--- config.mk ---
export PLATFORM = sky130hd
export DESIGN_NAME = frame_escape_codec_flat
export DESIGN_NICKNAME = d
export VERILOG_FILES = /design/src/hdl/fec_pkg.sv /design/src/hdl/fec_stream_if.sv /design/src/hdl/fec_step.sv /design/src/hdl/frame_escape_codec.sv /design/src/flat_wrapper.sv
export VERILOG_INCLUDE_DIRS = /design/src /design/src/hdl
export SDC_FILE = /design/constraint.sdc
export NUM_CORES = 1
export LEC_CHECK = 0
export ABC_AREA = 1
export BUFFER_PORTS_ARGS = -buffer_cell sky130_fd_sc_hd__buf_2
export CAP_MARGIN = 10
export CORE_AREA = 4 4 68 70
export DETAILED_ROUTE_END_ITERATION = 10
export DIE_AREA = 0 0 72 74
export PLACE_DENSITY_LB_ADDON = 0.15
export SLEW_MARGIN = 20
export SYNTH_ARGS = -nofsm -noshare
export SYNTH_HDL_FRONTEND = slang
export SYNTH_HIERARCHICAL = 1
export SYNTH_SLANG_ARGS = --single-unit
--- constraint.sdc ---
create_clock -name clk -period 2.7 [get_ports clk]
set_clock_uncertainty 0.1 [all_clocks]
set_input_delay 0.135 -clock clk [delete_from_list [all_inputs] [get_ports clk]]
set_output_delay 0.135 -clock clk [all_outputs]
set_load 0.02 [all_outputs]
--- src/hdl/frame_escape_codec_defines.svh ---
// assertion macros for the frame escape codec
// used by files that check their own logic; no other dependencies
`ifndef FRAME_ESCAPE_CODEC_DEFINES_SVH
`define FRAME_ESCAPE_CODEC_DEFINES_SVH

// same-cycle implication, disabled while reset is low
`define FEC_ASSERT_NOW(lbl, clk, rst_n, ante, cons) \
    lbl: assert property (@(posedge clk) disable iff (!rst_n) (ante) |-> (cons)) \
        else $error("frame escape codec: same-cycle check failed");

// next-cycle implication, disabled while reset is low
`define FEC_ASSERT_NEXT(lbl, clk, rst_n, ante, cons) \
    lbl: assert property (@(posedge clk) disable iff (!rst_n) (ante) |=> (cons)) \
        else $error("frame escape codec: next-cycle check failed");

`endif

--- src/hdl/fec_pkg.sv ---
// shared constants and types of the frame escape codec
// no dependencies; used by fec_step, the top level and the testbench
package fec_pkg;

    // flag, lead and tail bytes of the framing
    localparam logic [7:0] FLAG_START = 8'h5b;
    localparam logic [7:0] FLAG_END   = 8'h5d;
    localparam logic [7:0] LEAD_A     = 8'h5a;
    localparam logic [7:0] LEAD_E     = 8'h5e;
    localparam logic [7:0] TAIL_ONE   = 8'h01;
    localparam logic [7:0] TAIL_TWO   = 8'h02;

    // direction register codes
    localparam logic DIR_ENCODE = 1'b0;
    localparam logic DIR_DECODE = 1'b1;

    // one input request
    typedef struct packed {
        logic [7:0] in_byte;
        logic       frame_first;
        logic       frame_last;
    } item_t;

    // one result
    typedef struct packed {
        logic [7:0] out_byte;
        logic       run_last;
        logic       frame_done;
        logic       frame_bad;
    } result_t;

    // codec state carried between requests
    typedef struct packed {
        logic lead_held;
        logic lead_e;     // held lead is 0x5e, else 0x5a
        logic start_ok;
    } state_t;

endpackage

--- src/hdl/fec_stream_if.sv ---
// valid/ready channel interfaces for the input bytes and the results
// depends on nothing; its field widths match those of fec_pkg
interface fec_in_if;
    logic       valid;
    logic       ready;
    logic [7:0] in_byte;
    logic       frame_first;
    logic       frame_last;

    modport source (output valid, output in_byte, output frame_first,
                    output frame_last, input ready);
    modport sink (input valid, input in_byte, input frame_first,
                  input frame_last, output ready);
endinterface

interface fec_out_if;
    logic       valid;
    logic       ready;
    logic [7:0] out_byte;
    logic       run_last;
    logic       frame_done;
    logic       frame_bad;

    modport source (output valid, output out_byte, output run_last,
                    output frame_done, output frame_bad, input ready);
    modport sink (input valid, input out_byte, input run_last,
                  input frame_done, input frame_bad, output ready);
endinterface

--- src/hdl/fec_step.sv ---
// combinational conversion of one request into zero, one or two results
// depends on fec_pkg
module fec_step (
    input  logic             direction,
    input  fec_pkg::item_t   item,
    input  fec_pkg::state_t  state,
    output fec_pkg::state_t  state_next,
    output logic [1:0]       res_cnt,
    output fec_pkg::result_t res0,
    output fec_pkg::result_t res1
);

    logic [7:0] b;
    logic [7:0] lead_val;
    logic [7:0] byte0;
    logic [7:0] byte1;
    logic       b_is_lead;
    logic       b_is_tail;
    logic       bad;

    assign b         = item.in_byte;
    assign lead_val  = state.lead_e ? fec_pkg::LEAD_E : fec_pkg::LEAD_A;
    assign b_is_lead = (b == fec_pkg::LEAD_A) || (b == fec_pkg::LEAD_E);
    assign b_is_tail = (b == fec_pkg::TAIL_ONE) || (b == fec_pkg::TAIL_TWO);

    // frame check, reported on the final result of the frame
    assign bad = !(item.frame_first ? (b == fec_pkg::FLAG_START) : state.start_ok)
                 || (b != fec_pkg::FLAG_END);

    // result bytes, lead tracking and start flag tracking
    always_comb
    begin
        byte0                = b;
        byte1                = b;
        res_cnt              = 2'd1;
        state_next.lead_held = 1'b0;
        state_next.lead_e    = 1'b0;

        // start flag tracking
        priority if (item.frame_last)
            state_next.start_ok = 1'b0;
        else if (item.frame_first)
            state_next.start_ok = (b == fec_pkg::FLAG_START);
        else
            state_next.start_ok = state.start_ok;

        priority if (item.frame_first)
        begin
            res_cnt = 2'd1;
        end
        else if (item.frame_last)
        begin
            if (direction == fec_pkg::DIR_DECODE && state.lead_held)
            begin
                byte0   = lead_val;
                res_cnt = 2'd2;
            end
        end
        else if (direction == fec_pkg::DIR_ENCODE)
        begin
            priority if (b == fec_pkg::FLAG_START)
            begin
                byte0   = fec_pkg::LEAD_A;
                byte1   = fec_pkg::TAIL_ONE;
                res_cnt = 2'd2;
            end
            else if (b == fec_pkg::LEAD_A)
            begin
                byte0   = fec_pkg::LEAD_A;
                byte1   = fec_pkg::TAIL_TWO;
                res_cnt = 2'd2;
            end
            else if (b == fec_pkg::FLAG_END)
            begin
                byte0   = fec_pkg::LEAD_E;
                byte1   = fec_pkg::TAIL_ONE;
                res_cnt = 2'd2;
            end
            else if (b == fec_pkg::LEAD_E)
            begin
                byte0   = fec_pkg::LEAD_E;
                byte1   = fec_pkg::TAIL_TWO;
                res_cnt = 2'd2;
            end
            else
            begin
                res_cnt = 2'd1;
            end
        end
        else if (state.lead_held && b_is_tail)
        begin
            // complete the escape pair
            if (state.lead_e)
                byte0 = (b == fec_pkg::TAIL_ONE) ? fec_pkg::FLAG_END : fec_pkg::LEAD_E;
            else
                byte0 = (b == fec_pkg::TAIL_ONE) ? fec_pkg::FLAG_START : fec_pkg::LEAD_A;
            res_cnt = 2'd1;
        end
        else if (state.lead_held)
        begin
            // unpaired lead goes out unchanged
            byte0 = lead_val;
            if (b_is_lead)
            begin
                res_cnt              = 2'd1;
                state_next.lead_held = 1'b1;
                state_next.lead_e    = (b == fec_pkg::LEAD_E);
            end
            else
            begin
                res_cnt = 2'd2;
            end
        end
        else if (b_is_lead)
        begin
            // hold the lead until its partner shows up
            res_cnt              = 2'd0;
            state_next.lead_held = 1'b1;
            state_next.lead_e    = (b == fec_pkg::LEAD_E);
        end
        else
        begin
            res_cnt = 2'd1;
        end
    end

    // flags go on the last result of the request
    always_comb
    begin
        res0.out_byte   = byte0;
        res0.run_last   = (res_cnt == 2'd1);
        res0.frame_done = (res_cnt == 2'd1) && item.frame_last;
        res0.frame_bad  = (res_cnt == 2'd1) && item.frame_last && bad;
        res1.out_byte   = byte1;
        res1.run_last   = 1'b1;
        res1.frame_done = item.frame_last;
        res1.frame_bad  = item.frame_last && bad;
    end

endmodule

--- src/hdl/frame_escape_codec.sv ---
// top level of the frame escape codec: request register, conversion, result buffer
// depends on fec_pkg, fec_stream_if, fec_step and frame_escape_codec_defines.svh
//
// Usage:
//   rx carries the frame bytes with frame_first / frame_last marks; tx returns
//   the converted bytes, one per transfer, with run_last on the last byte that
//   a request produced and frame_done / frame_bad on the final byte of a frame.
//   cfg_wr_en / cfg_wr_data write the direction bit (0 encode, 1 decode); write
//   it only while no request is in flight.
// Path: a request is taken into the request register and, once the result buffer
//   has room, converted by fec_step; its results are registered in that buffer,
//   which drives tx valid and the tx bytes.
// Throughput: one request per cycle while tx is ready and each produces one result;
//   a request that expands to two bytes holds off the next one until the
//   one-byte-per-cycle tx channel has drained the two-entry result buffer down to
//   its last entry. A decode lead that is only held produces no result.
// Reset: rst_n (asynchronous, low) empties the request register and the result
//   buffer, clears the held lead and the start flag state and selects encode.
// Stall: while tx is not ready the result buffer holds; the request register
//   then fills and rx.ready drops until the buffer has room again.
`include "frame_escape_codec_defines.svh"

module frame_escape_codec (
    input  logic           clk,
    input  logic           rst_n,
    input  logic           cfg_wr_en,
    input  logic           cfg_wr_data,
    fec_in_if.sink         rx,
    fec_out_if.source      tx
);

    logic             dir_reg;
    logic             in_vld_reg;
    fec_pkg::item_t   item_reg;
    fec_pkg::state_t  state_reg;
    fec_pkg::state_t  state_next;
    logic [1:0]       res_cnt_reg;
    logic [1:0]       res_cnt_next;
    fec_pkg::result_t res0_reg;
    fec_pkg::result_t res0_next;
    fec_pkg::result_t res1_reg;
    fec_pkg::result_t res1_next;
    logic [1:0]       step_cnt;
    fec_pkg::result_t step_res0;
    fec_pkg::result_t step_res1;
    logic             tx_fire;
    logic             rx_fire;
    logic             room;
    logic             proc;

    // handshake control
    assign tx_fire  = tx.valid && tx.ready;
    assign rx_fire  = rx.valid && rx.ready;
    assign room     = (res_cnt_reg == 2'd0) || ((res_cnt_reg == 2'd1) && tx_fire);
    assign proc     = in_vld_reg && room;
    assign rx.ready = !in_vld_reg || proc;

    // direction register
    always_ff @(posedge clk or negedge rst_n)
    begin
        if (!rst_n)
            dir_reg <= fec_pkg::DIR_ENCODE;
        else if (cfg_wr_en)
            dir_reg <= cfg_wr_data;
    end

    // request register
    always_ff @(posedge clk or negedge rst_n)
    begin
        if (!rst_n)
            in_vld_reg <= 1'b0;
        else if (rx.ready)
            in_vld_reg <= rx.valid;
    end

    always_ff @(posedge clk)
    begin
        if (rx_fire)
        begin
            item_reg.in_byte     <= rx.in_byte;
            item_reg.frame_first <= rx.frame_first;
            item_reg.frame_last  <= rx.frame_last;
        end
    end

    // conversion of the registered request
    fec_step u_step (
        .direction  (dir_reg),
        .item       (item_reg),
        .state      (state_reg),
        .state_next (state_next),
        .res_cnt    (step_cnt),
        .res0       (step_res0),
        .res1       (step_res1)
    );

    // codec state
    always_ff @(posedge clk or negedge rst_n)
    begin
        if (!rst_n)
            state_reg <= '0;
        else if (proc)
            state_reg <= state_next;
    end

    // result buffer next value
    always_comb
    begin
        res_cnt_next = res_cnt_reg;
        res0_next    = res0_reg;
        res1_next    = res1_reg;
        priority if (proc)
        begin
            res_cnt_next = step_cnt;
            res0_next    = (step_cnt == 2'd1 || step_cnt == 2'd2) ? step_res0 : res0_reg;
            res1_next    = step_res1;
        end
        else if (tx_fire)
        begin
            res_cnt_next = res_cnt_reg - 2'd1;
            res0_next    = res1_reg;
        end
        else
        begin
            // nothing moves, buffer holds
            res_cnt_next = res_cnt_reg;
        end
    end

    always_ff @(posedge clk or negedge rst_n)
    begin
        if (!rst_n)
            res_cnt_reg <= 2'd0;
        else
            res_cnt_reg <= res_cnt_next;
    end

    always_ff @(posedge clk)
    begin
        res0_reg <= res0_next;
        res1_reg <= res1_next;
    end

    // output channel
    assign tx.valid      = (res_cnt_reg != 2'd0);
    assign tx.out_byte   = res0_reg.out_byte;
    assign tx.run_last   = res0_reg.run_last;
    assign tx.frame_done = res0_reg.frame_done;
    assign tx.frame_bad  = res0_reg.frame_bad;

    // checks on the result buffer and frame tracking
    `FEC_ASSERT_NOW(a_buf_depth, clk, rst_n, 1'b1, res_cnt_reg != 2'd3)
    `FEC_ASSERT_NOW(a_two_not_last, clk, rst_n, res_cnt_reg == 2'd2, !res0_reg.run_last)
    `FEC_ASSERT_NOW(a_done_is_last, clk, rst_n, tx.valid && tx.frame_done, tx.run_last)
    `FEC_ASSERT_NEXT(a_end_clears, clk, rst_n, proc && item_reg.frame_last,
        !state_reg.start_ok && !state_reg.lead_held)

endmodule

--- src/flat_wrapper.sv ---
// flat-port wrapper written by rule: the top's interface ports become plain ports
module frame_escape_codec_flat 
  (clk, rst_n, cfg_wr_en, cfg_wr_data, rx_valid, rx_in_byte, rx_frame_first, rx_frame_last, rx_ready, tx_valid, tx_out_byte, tx_run_last, tx_frame_done, tx_frame_bad, tx_ready);
  fec_in_if rx_i ();
  fec_out_if tx_i ();
  input  logic clk;
  input  logic rst_n;
  input  logic cfg_wr_en;
  input  logic cfg_wr_data;
  input wire logic [$bits(rx_i.valid)-1:0] rx_valid;
  input wire logic [$bits(rx_i.in_byte)-1:0] rx_in_byte;
  input wire logic [$bits(rx_i.frame_first)-1:0] rx_frame_first;
  input wire logic [$bits(rx_i.frame_last)-1:0] rx_frame_last;
  output wire logic [$bits(rx_i.ready)-1:0] rx_ready;
  output wire logic [$bits(tx_i.valid)-1:0] tx_valid;
  output wire logic [$bits(tx_i.out_byte)-1:0] tx_out_byte;
  output wire logic [$bits(tx_i.run_last)-1:0] tx_run_last;
  output wire logic [$bits(tx_i.frame_done)-1:0] tx_frame_done;
  output wire logic [$bits(tx_i.frame_bad)-1:0] tx_frame_bad;
  input wire logic [$bits(tx_i.ready)-1:0] tx_ready;
  assign rx_i.valid = rx_valid;
  assign rx_i.in_byte = rx_in_byte;
  assign rx_i.frame_first = rx_frame_first;
  assign rx_i.frame_last = rx_frame_last;
  assign rx_ready = rx_i.ready;
  assign tx_valid = tx_i.valid;
  assign tx_out_byte = tx_i.out_byte;
  assign tx_run_last = tx_i.run_last;
  assign tx_frame_done = tx_i.frame_done;
  assign tx_frame_bad = tx_i.frame_bad;
  assign tx_i.ready = tx_ready;
  frame_escape_codec u_core (.clk(clk), .rst_n(rst_n), .cfg_wr_en(cfg_wr_en), .cfg_wr_data(cfg_wr_data), .rx(rx_i), .tx(tx_i));
endmodule
# Word-level counts from Yosys, hierarchy flattened
# Cells that the tools add are included.
[word_totals]
inputBits = 16
memories = 0
romBits = 0
elab_cells = 94
latch_bits = 0
ram_bits = 0
register_bits = 38
out_inout_bits = 13
[op_classes]
n_div = 0
n_mux = 45
bitwise_logic = 0
n_mul = 0
addsub = 1
n_reduce_logical = 21
order_cmp = 0
shifts = 0
n_eq_ne = 11
[op_table]
columns = ["op", "n"]
rows = [
  ["$mux W8", 17],
  ["$mux W2", 19],
  ["$mux W11", 3],
  ["$eq A8 B7 Y1 const B", 4],
  ["$logic_and A1 B1 Y1", 9],
  ["$eq A8 B1 Y1 const B", 1],
  ["$eq A8 B2 Y1 const B", 1],
  ["$ne A8 B7 Y1 const B", 1],
  ["$logic_or A1 B1 Y1", 6],
  ["$mux W3", 2],
  ["$eq A2 B1 Y1 const B", 2],
  ["$mux W1", 4],
  ["$reduce_bool A2 Y1", 2],
  ["$eq A2 B2 Y1 const B", 1],
  ["$logic_not A1 Y1", 2],
  ["$logic_not A2 Y1", 1],
  ["$ne A2 B2 Y1 const B", 1],
  ["$reduce_and A2 Y1", 1],
  ["$sub A2 B1 Y2 const B", 1],
]

# Longest topological paths before layout
# Gate-level depths: netlist of run 1.
[logic_depth]
word_depth = 13
ltp_mapped = 13
mapped_depth_nobuf = 13

# Modules after synthesis
# Netlist of run 1, hierarchy kept.
[by_module_without_submodules]
columns = ["mod", "area_per_inst_um2", "cells_each", "seq_area_each_um2", "instances"]
rows = [
  ["frame_escape_codec", 1501.4, 117, 1136.1, 1],
  ["fec_step", 514.2, 102, 0.0, 1],
]

# Least setup slack after synthesis of run 1
# No wires, ideal clock.
[synth_timing]
path_type = "reg2reg"
startpoint = "reg u_core/item_reg[2] in the netlist's numbering"
endpoint = "reg u_core.res0_reg (netlist bit u_core/tx.frame_bad) (enable)"
required_ps = 2206
slack_ps = -7
arrival_ps = 2213
period_less_slack_ps = 2707
setup_ps = 394
n_path_buf = 0
stages_incl_launch_ff = 12
path_cell_list = "edfxtp_1 -> inv_1 -> nand2_1 -> nor2_2 -> nand2_4 -> ha_1 -> inv_1 -> nand2_1 -> nand2_1 -> nand2_1 -> xnor2_1 -> o21ai_0"
[synth_between]
elab_chain_len = 12
elab_cells_between_ends = 25
classes_between = "eq/ne: 9; mux: 11; reduce/logical: 5"
[synth_lines]
columns = ["element", "line", "rtl"]
rows = [
  ["from (decl)", "frame_escape_codec.sv:34", "fec_pkg::item_t item_reg;"],
  ["$eq A8 B7 Y1, on equally long branches", "fec_step.sv:23, fec_step.sv:79, fec_step.sv:67", ""],
  ["$mux W2 / $logic_or A1 B1 Y1 (equally long branches)", "fec_step.sv:79, fec_step.sv:23", ""],
  ["$mux W2, or another cell as far along", "fec_step.sv:73", "else if (b == fec_pkg::FLAG_END)"],
  ["$mux W2, on equally long branches", "fec_step.sv:67, fec_step.sv:99", ""],
  ["$mux W2, on equally long branches", "fec_step.sv:61, fec_step.sv:90", ""],
  ["$mux W2 (*)", "fec_step.sv:59", "else if (direction == fec_pkg::DIR_ENCODE)"],
  ["$mux W2 (*)", "fec_step.sv:51", "else if (item.frame_last)"],
  ["$mux W2 (*)", "fec_step.sv:47", "priority if (item.frame_first)"],
  ["via u_core.step_cnt[0]", "frame_escape_codec.sv:43", "logic [1:0] step_cnt;"],
  ["$eq A2 B1 Y1 / $eq A2 B2 Y1 (equally long branches)", "frame_escape_codec.sv:115", "res0_next = (step_cnt == 2'd1 || step_cnt == 2'd2) ? step_res0 : res0_reg;"],
  ["$logic_or A1 B1 Y1 (*)", "frame_escape_codec.sv:115", ""],
  ["$ne A2 B2 Y1 (no source line) (*)", "-", ""],
  ["$reduce_and A2 Y1 (no source line) (*)", "-", ""],
  ["to (signal assigned)", "frame_escape_codec.sv:140", "res0_reg <= res0_next;"],
  ["to (decl)", "frame_escape_codec.sv:39", "fec_pkg::result_t res0_reg;"],
]
# The timed path passes the listed nets; every way through them passes the cells marked *.
# A chain may end at the register's enable or synchronous reset.

# Final worst setup path of run 1
[layout_timing]
startpoint = "reg u_core/item_reg[2] in the netlist's numbering"
endpoint = "reg u_core.res0_reg (netlist bit u_core/tx.out_byte[6]) (enable)"
# The elaborated chain is that of the path after synthesis.

==> results of run 1 <==
metrics by stage:
stage                     worst slack (ns)  cells  power (uW)
after global placement               0.541    290        1960
final                                0.499    312        2430
after detailed placement             0.512    290        1970
after global routing                 0.288    312        2620
after CTS                            0.495    312        2460
after floorplan                      0.290    219        1790
critical path: stages (launching register included):
cell	delay, ns
edfxtp_1	0.47
inv_1	0.09
nand2_1	0.07
nor2_2	0.13
nand2_4	0.08
ha_1	0.28
inv_1	0.05
nand2_1	0.04
nand2_1	0.08
nand2_1	0.08
xnor2_1	0.13
o21ai_1	0.11
buf_4	0.20
final cells by class:
class	count	area [um2]
fillers	342	1560
flip-flops and latches	39	1140
multi-input cells	144	711
repair buffers	43	288
inverters	28	105
clock buffers	5	68.8
well taps	50	62.6
clock inverters	3	43.8
cells in the final DEF, fill, tap and decap left out, types with 2 or more instances in the layout:
master	netlist	layout
nand2_1	80	80
edfxtp_1	32	32
buf_2	0	28
inv_1	20	20
dlygate4sd3_1	0	14
nor2_1	10	10
nand3_1	9	9
nor2_2	9	9
nand2_2	8	8
inv_2	8	8
dfrtp_1	7	7
clkbuf_8	0	5
nor2_4	4	4
a21oi_1	4	4
o21ai_1	2	3
ha_1	3	3
o21ai_0	4	3
nand3_2	2	2
synthesized netlist by cell type:
cell type,instances
edfxtp_1,32
nor3_1,1
and2_1,1
nor2_2,9
buf_6,2
ha_1,3
nand3_1,9
conb_1,1
nor2_4,4
buf_8,1
nand2_1,80
clkbuf_1,3
o21ai_1,2
xnor2_1,1
o21ai_0,4
a21oi_2,1
inv_2,8
mux2_2,1
nand2_4,1
buf_4,2
nand2_2,8
o31ai_1,1
nand3_2,2
a21oi_1,4
dfrtp_1,7
nor2_1,10
nor4_1,1
inv_1,20
cells by family (layout without fill, tap and decap cells):
logic type               count (synthesis)  in the layout  synth area share [%]
AND/OR/NAND/NOR                        126            126                  28.9
XOR/XNOR                                 1              1                 0.435
multiplexers                             1              1                 0.559
buffers and inverters                   36             79                  8.38
adder cells (fa/ha/maj)                  3              3                  1.86
flip-flops                              39             39                  56.4
AO/OA/AOI/OAI                           12             12                  3.29
other                                    1              1                 0.186
worst paths after layout:
kind / from / end / slack, ns / cells past startpoint
worst min-delay path: tx_ready / u_core/res_cnt_reg[1] / 0.09 / 4
max in group asynchronous: rst_n / u_core/state_reg[2] / 2.21 / 2
worst max-delay path: u_core/item_reg[2] / u_core/tx.out_byte[6] / 0.50 / 12
min in group asynchronous: rst_n / u_core/in_vld_reg / 0.12 / 2
worst min register to register: u_core/item_reg[9] / u_core/res1_reg[10] / 0.37 / 0
worst max register to register: u_core/item_reg[2] / u_core/tx.out_byte[6] / 0.50 / 12
layer usage:
metal / global-route usage [%] / routed length [um] / part of all wire [%] / up-vias
li1: - / - / - / 768
met1: 18.4 / 1550 / 46 / 611
met2: 23.6 / 1610 / 48 / 33
met3: 4.19 / 197 / 5.8 / 2
met4: 5.22 / 12 / 0.36 / 0
met5: 0 / 0 / 0 / -
power by group:
group	internal [uW]	switching, uW	total (uW)
Clock	275	197	472
Sequential	965	86.0	1050
Combinational	285	620	905
Total	1520	903	2430
repair_timing:
item,in CTS,in global routing
setup buffers,0,0
hold buffers,14,0
endpoints found under the hold margin,19,0
==> impl_metrics.tcl, run 1 <==
set metrics [dict create \
    worstSetupPathType "reg -> reg" \
    die_h_um 74 \
    cp.arrival_ns 2.10 \
    clockBufferDepth 2 \
    cts_buffers 5 \
    finalCriticalPeriod_ns 2.20 \
    final_antenna_net_count 0 \
    grt_max_degree 27 \
    io_buffers 28 \
    ctsRootBufferMaster "clkbuf_8" \
    netlist_top_cells_area "edfxtp_1 48%, nand2_1 15%, dfrtp_1 8.7%" \
    routedWlPerCell_um 10.8 \
    core-area_mm2 0.00397 \
    synth_cell_type_count 28 \
    cts_tree "done" \
    drc 0 \
    setup_viol 0 \
    synth_cells 219 \
    pwr_density_cell_mw_per_mm2 1010 \
    gp_congestion 0.889 \
    clk_pin_slew_ns 0.08 \
    status "complete, no violations" \
    grt_usage_pct 14.4 \
    dieArea_mm2 0.00533 \
    clock.fmax_mhz 454 \
    synth_top_area_share_pct 47.7 \
    ys_seq_area_share_pct 56.4 \
    crit_required_ns 2.60 \
    nets 280 \
    yosys_warnings 6 \
    first_global_vias 1299 \
    cts_num_sinks 39 \
    cp-start-kind "flip-flop" \
    min_path_type "in -> reg" \
    timing.setup.tns_ns 0 \
    critPathMaxFanout 11 \
    clock_latency_ns 0.29 \
    fin_hold_ws_ns 0.0879 \
    synth-seq-cells 39 \
    diodes 0 \
    vias 1414 \
    largest_reg_flops 11 \
    routed_via_density 4.53 \
    crit_path_end_kind "flip-flop" \
    firstDrtPassIters 4 \
    post-dp-hpwl_um 2420 \
    syn-num-nets 238 \
    synth.cell_area_mm2 0.00202 \
    period_share_pct 81.5 \
    synth.avg_cell_area_um2 9.20 \
    drt-initial-drc-count 49 \
    area_growth_pct 19.8 \
    p_leak_uw 0.00114 \
    antenna_found_initial 0 \
    cap_viol_max_count 0 \
    drive_gt1_share_pct 27.1 \
    grt_pass1_wl_um 5860 \
    ioPinCount 29 \
    cts.htree.levels 2 \
    post-route-util_pct 60.8 \
    stdcell_area_mm2 0.00241 \
    cts-resized-gates 0 \
    wirelength_um 3370 \
    rows 23 \
    hold_viol_final 0 \
    initial_core_util_pct 50.8 \
    yosysTopAreaCell "edfxtp_1" \
    die_w_um 72 \
    placed_cell_area_mm2 0.00216 \
    slew_violations 0 \
    grt_setup_unrepaired "false" \
    grt_overflow 0 \
    peakVddDrop_mv 0.396 \
]
No activity file was read; power rests on OpenSTA's default activity.
==> run 2, diff against run 1 <==
--- a/config.mk
+++ b/config.mk
@@ -6,7 +6,7 @@
 export SDC_FILE = /design/constraint.sdc
 export NUM_CORES = 1
 export LEC_CHECK = 0
-export ABC_AREA = 1
+export ABC_AREA = 0
 export BUFFER_PORTS_ARGS = -buffer_cell sky130_fd_sc_hd__buf_2
 export CAP_MARGIN = 10
 export CORE_AREA = 4 4 68 70
==> constraint.sdc (replaced) <==
create_clock -name clk -period 2 [get_ports clk]
set_clock_uncertainty 0.1 [all_clocks]
set_input_delay 0.1 -clock clk [delete_from_list [all_inputs] [get_ports clk]]
set_output_delay 0.1 -clock clk [all_outputs]
set_load 0.02 [all_outputs]
==> impl_metrics.tcl, run 2 <==
set metrics [dict create \
    core-area_mm2 0.00397 \
    cts.htree.levels 2 \
    path_cells "and4bb_2, nand4_1, ha_1, inv_1, o21ai_2, xor2_2, mux2_4" \
    min_path_cells 4 \
    drc 0 \
    post-route-util_pct 66.5 \
    synth_edf_count 32 \
    area_growth_pct 36.5 \
    synth_cells 140 \
    final_common_cell "buf_4" \
    wirelength_um 3710 \
    syn-num-nets 159 \
    worstRegToRegCells 7 \
    vias 1288 \
    pwr_density_cell_mw_per_mm2 1250 \
    period_share_pct 117 \
    slew_violations 0 \
    final_antenna_net_count 0 \
    critPathMaxFanout 6 \
    dieArea_mm2 0.00533 \
    async_flop_share_pct 17.9 \
    cts_buffers 5 \
    synthAdderAreaFrac_pct 1.94 \
    synth_top_area_share_pct 49.6 \
    grt_pass1_wl_um 6210 \
    routed_via_density 4.88 \
    synth_top_family_by_area "simple AND/OR/NAND/NOR gates" \
    peakVddDrop_mv 0.589 \
    ioPinCount 29 \
    fin_ws_ns -0.340 \
    crit_required_ns 1.90 \
    slowest_stage "edfxtp_1" \
    io_buffers 28 \
    synth-simple-area-share_pct 14.4 \
    grt_usage_pct 15.3 \
    most-common-layout-cells "33 x buf_4, 32 x edfxtp_1, 28 x buf_2, 14 x dlygate4sd3_1, 11 x mux2_4" \
    initial_core_util_pct 48.7 \
    critical_path_buf_inv_count 1 \
    ys_seq_area_share_pct 58.7 \
    p_leak_uw 0.00112 \
    cts_num_sinks 39 \
    diodes 0 \
    pre_cts_slack_ns -0.447 \
    violations "setup timing" \
    synth_top_cells_by_count "32 x edfxtp_1, 10 x mux2_2, 9 x mux2_4, 8 x inv_1, 8 x nand2_1" \
    slowest_delay_ns 0.42 \
    firstDrtPassIters 4 \
    fillers 312 \
    finalCriticalPeriod_ns 2.34 \
    clk_pin_slew_ns 0.07 \
    min_to "u_core/in_vld_reg" \
    setup_viol 16 \
    drive_gt1_share_pct 51.9 \
    synth.cell_area_mm2 0.00194 \
    rr_startpoint "u_core/item_reg[9]" \
    netlist_top_cells_area "edfxtp_1 50%, dfrtp_1 9.0%, mux2_4 7.0%" \
    ctsRootBufferMaster "clkbuf_8" \
    grt_max_degree 16 \
    final_cells 264 \
    gp_congestion 0.799 \
    routedWlPerCell_um 14.0 \
    cp_top_family "simple AND/OR/NAND/NOR gates" \
    clock_latency_ns 0.28 \
    die_w_um 72 \
    placed_cell_area_mm2 0.00226 \
    status "complete, but fails checks" \
    hp-start "tx_ready" \
    crit_path_end_kind "flip-flop" \
    first_global_vias 1329 \
    synth.avg_cell_area_um2 13.8 \
    regToRegSetupSlack_ns -0.34 \
    min_path_type "in -> reg" \
    synthFlopType "edfxtp_1" \
    yosysTopAreaCell "edfxtp_1" \
    worstSetupPathType "reg -> reg" \
    cp-start-kind "flip-flop" \
    nets 232 \
    synthXorXnorAreaFrac_pct 1.81 \
    drt-initial-drc-count 71 \
    synth_mux_area_share_pct 13.3 \
    clockBufferDepth 2 \
    place_inst 231 \
    yosys_warnings 6 \
    hold_viol_final 0 \
    grt_setup_unrepaired "true" \
    cap_viol_max_count 0 \
    clock.fmax_mhz 427 \
    rr_endpoint "u_core/tx.out_byte[2]" \
    synth-seq-cells 39 \
    largest_reg_flops 11 \
    stdcell_area_mm2 0.00264 \
    rows 23 \
    synth_cell_type_count 42 \
    die_h_um 74 \
    yosysMostFrequentCell "edfxtp_1" \
    antenna_found_initial 0 \
    grt_overflow 0 \
    cp.arrival_ns 2.24 \
    synth_compound_area_share_pct 3.94 \
    post-dp-hpwl_um 2670 \
    cts_tree "done" \
]
[run 2: changes by cell type in the layout (fill, tap and decap cells not counted), sizes merged, moves of 3 or more]
cell and change:
nand2 -81, nand3 -11, nor2b +6, nand2b +7, a21oi -3, mux2 +19, and2 +3, inv -20
nor2 -20, o21ai -4, buf +33
[run 2: per-stage QoR]
step	hold WS [ns]	total power [uW]	TNS, ns
4_1_cts	0.0573	3330	-3.61
6_report	0.0644	3310	-4.18
3_3_place_gp	-0.165	2680	-3.47
2_1_floorplan	-0.296	2370	-2.99
3_5_place_dp	-0.162	2720	-5.10
5_1_grt	0.0838	3510	-5.53
[run 2: layout make-up]
class	instances	area, um2	area share [%]
flip-flops and latches	39	1140	43.0
multi-input cells	83	793	30.0
repair buffers	76	539	20.4
clock buffers	7	76.3	2.89
well taps	50	62.6	2.37
inverters	8	30.0	1.14
clock inverters	1	5.00	0.189
[run 2: how the worst max path moves through the flow]
stage	start	endpoint	cells past startpoint
floorplan	u_core/item_reg[4]	u_core/tx.frame_bad	7
global placement	u_core/item_reg[6]	u_core/tx.out_byte[5]	6
detailed placement	u_core/item_reg[9]	u_core/tx.out_byte[5]	7
CTS	u_core/item_reg[9]	u_core/tx.out_byte[1]	7
global route	u_core/item_reg[9]	u_core/tx.out_byte[2]	7
finish	u_core/item_reg[9]	u_core/tx.out_byte[2]	7
[run 2: tightest hold or removal path, cell delays in order]
cell and delay [ns]:
buf_2 0.10, a21oi_2 0.06, nand2_1 0.09, nand2b_1 0.06
[run 2: timing repair]
item                                    CTS  global route
setup buffers                             7             4
pin swaps                                 9             5
gates resized for setup                  14             4
gates cloned                              1             0
hold buffers                             14             0
endpoints found under the setup margin   13            17
endpoints found under the hold margin    19             0
[run 2: layer usage]
| metal | track usage [%] | share of wire (%) |
|---|---|---|
| met5 | 0 | 0 |
| met3 | 4.32 | 3.9 |
| met4 | 5.01 | 1.3 |
| met1 | 18.7 | 43 |
| met2 | 26.5 | 52 |
[run 2: cell families (layout without fill, tap and decap cells)]
family,after synthesis,in the layout
buf+inv,19,92
xor+xnor,4,4
simple gates,44,44
mux,20,21
fa+ha+maj,3,3
other cells,1,1
compound gates,10,10
flops,39,39
[run 2: where the power goes]
group	total, uW	internal [uW]	switching (uW)
registers	1360	1280	84.6
logic	1450	714	737
clock network	500	245	256
total	3310	2240	1080
==> run 3, diff against run 2 <==
--- a/config.mk
+++ b/config.mk
@@ -10,6 +10,7 @@
 export BUFFER_PORTS_ARGS = -buffer_cell sky130_fd_sc_hd__buf_2
 export CAP_MARGIN = 10
 export CORE_AREA = 4 4 68 70
+export CTS_BUF_LIST = sky130_fd_sc_hd__clkbuf_16
 export DETAILED_ROUTE_END_ITERATION = 10
 export DIE_AREA = 0 0 72 74
 export PLACE_DENSITY_LB_ADDON = 0.15
==> impl_metrics.tcl, run 3 (same netlist as run 2, synthesis figures left out) <==
set metrics [dict create \
    violations "setup timing" \
    ioPinCount 29 \
    cp_top_family "simple AND/OR/NAND/NOR gates" \
    rows 23 \
    core-area_mm2 0.00397 \
    critPathMaxFanout 6 \
    regToRegSetupSlack_ns -0.32 \
    cp.arrival_ns 2.21 \
    path_cells "and4bb_2, nand4_1, ha_1, inv_1, o21ai_2, xor2_2, mux2_4" \
    first_global_vias 1311 \
    worstSetupPathType "reg -> reg" \
    slew_violations 0 \
    cts.htree.levels 2 \
    io_buffers 28 \
    vias 1272 \
    crit_path_end_kind "flip-flop" \
    grt_usage_pct 15.6 \
    die_w_um 72 \
    clock_latency_ns 0.28 \
    rr_endpoint "u_core/tx.out_byte[3]" \
    routed_via_density 4.85 \
    largest_reg_flops 11 \
    ctsRootBufferMaster "clkbuf_16" \
    slowest_stage "edfxtp_1" \
    initial_core_util_pct 48.7 \
    status "complete, but fails checks" \
    crit_required_ns 1.89 \
    area_growth_pct 37.8 \
    drive_gt1_share_pct 50.9 \
    diodes 0 \
    grt_max_degree 16 \
    post-dp-hpwl_um 2670 \
    wirelength_um 3700 \
    clock.fmax_mhz 430 \
    hold_viol_final 0 \
    cts_tree "done" \
    dieArea_mm2 0.00533 \
    cap_viol_max_count 0 \
    die_h_um 74 \
    gp_congestion 0.799 \
    setup_viol 14 \
    routedWlPerCell_um 14.1 \
    place_inst 231 \
    p_leak_uw 0.00114 \
    clockBufferDepth 2 \
    antenna_found_initial 0 \
    grt_setup_unrepaired "true" \
    most-common-layout-cells "32 x edfxtp_1, 32 x buf_4, 28 x buf_2, 14 x dlygate4sd3_1, 11 x mux2_4" \
    drc 0 \
    rr_startpoint "u_core/item_reg[7]" \
    finalPower_uw 3540 \
    final_antenna_net_count 0 \
    worstRegToRegCells 7 \
    pwr_density_cell_mw_per_mm2 1330 \
    cts_buffers 5 \
    peakVddDrop_mv 0.601 \
    clk_pin_slew_ns 0.05 \
    fillers 317 \
    finalCriticalPeriod_ns 2.32 \
    min_path_type "in -> async" \
    period_share_pct 116 \
    drt-initial-drc-count 101 \
    final_cells 262 \
    cts_num_sinks 39 \
    fin_ws_ns -0.323 \
    cp-start-kind "flip-flop" \
    slowest_delay_ns 0.40 \
    firstDrtPassIters 4 \
    grt_pass1_wl_um 6260 \
    grt_overflow 0 \
    critical_path_buf_inv_count 1 \
    nets 230 \
]
## run 3: cell types whose count changed in the layout (fill, tap and decap cells not counted), sizes merged
cell    before  now
inv          8   10
buf         62   60
clkbuf       7    5
## run 3: power breakdown
part | switching [uW] | total, uW | internal (uW)
sequential | 86.4 | 1370 | 1280
clock | 281 | 730 | 450
combinational | 735 | 1440 | 703
total | 1100 | 3540 | 2430
## run 3: through the flow
step                      instance area [um2]  setup slack (ns)  utilization [%]  hold slack, ns  setup TNS (ns)
after global placement                   2260            -0.302             56.8          -0.165           -3.47
after floorplan                          1960            -0.272                -          -0.296           -2.99
final                                    2670            -0.323             67.2          0.0781           -3.71
after detailed placement                 2260            -0.447             56.8          -0.162           -5.10
after CTS                                2650            -0.319             66.7          0.0717           -3.57
after global routing                     2670            -0.424             67.2           0.101           -5.18
## run 3: area by class of cell
type,count,area [um2],share of cell area [%]
Inverter,8,30.0,1.13
Clock inverter,3,12.5,0.469
Timing Repair Buffer,74,520,19.5
Clock buffer,5,125,4.69
Tap cell,50,62.6,2.35
Multi-Input combinational cell,83,781,29.3
Sequential cell,39,1140,42.6
## run 3: worst max-delay path by stage
stage	from	to	slack, ns	cells after the start
2_1_floorplan	u_core/item_reg[4]	u_core/tx.frame_bad	-0.27	7
3_3_place_gp	u_core/item_reg[6]	u_core/tx.out_byte[5]	-0.30	6
3_5_place_dp	u_core/item_reg[9]	u_core/tx.out_byte[5]	-0.45	7
4_1_cts	u_core/item_reg[9]	u_core/tx.out_byte[1]	-0.32	7
5_1_grt	u_core/item_reg[9]	u_core/tx.out_byte[3]	-0.42	7
6_report	u_core/item_reg[7]	u_core/tx.out_byte[3]	-0.32	7
## run 3: what timing repair did
action / in CTS / in global routing
buffers inserted: 7 / 2
hold buffers: 14 / 0
setup endpoints to repair: 13 / 17
hold endpoints to repair: 19 / 0
pin swaps: 9 / 2
gates cloned: 1 / 0
resized for setup: 14 / 1
## run 3: metal layers
metal,routed length (um),track usage (%),vias up
met2,1930,27.3,29
met3,157,4.32,3
met4,37,5.01,0
met1,1580,18.7,602
met5,0,0,-
li1,-,-,638
## run 3: worst reg2reg max path, cell delays in order, from the launching register on
cell,delay [ns]
edfxtp_1,0.40
and4bb_2,0.36
nand4_1,0.14
ha_1,0.33
inv_1,0.05
o21ai_2,0.17
xor2_2,0.23
mux2_4,0.25
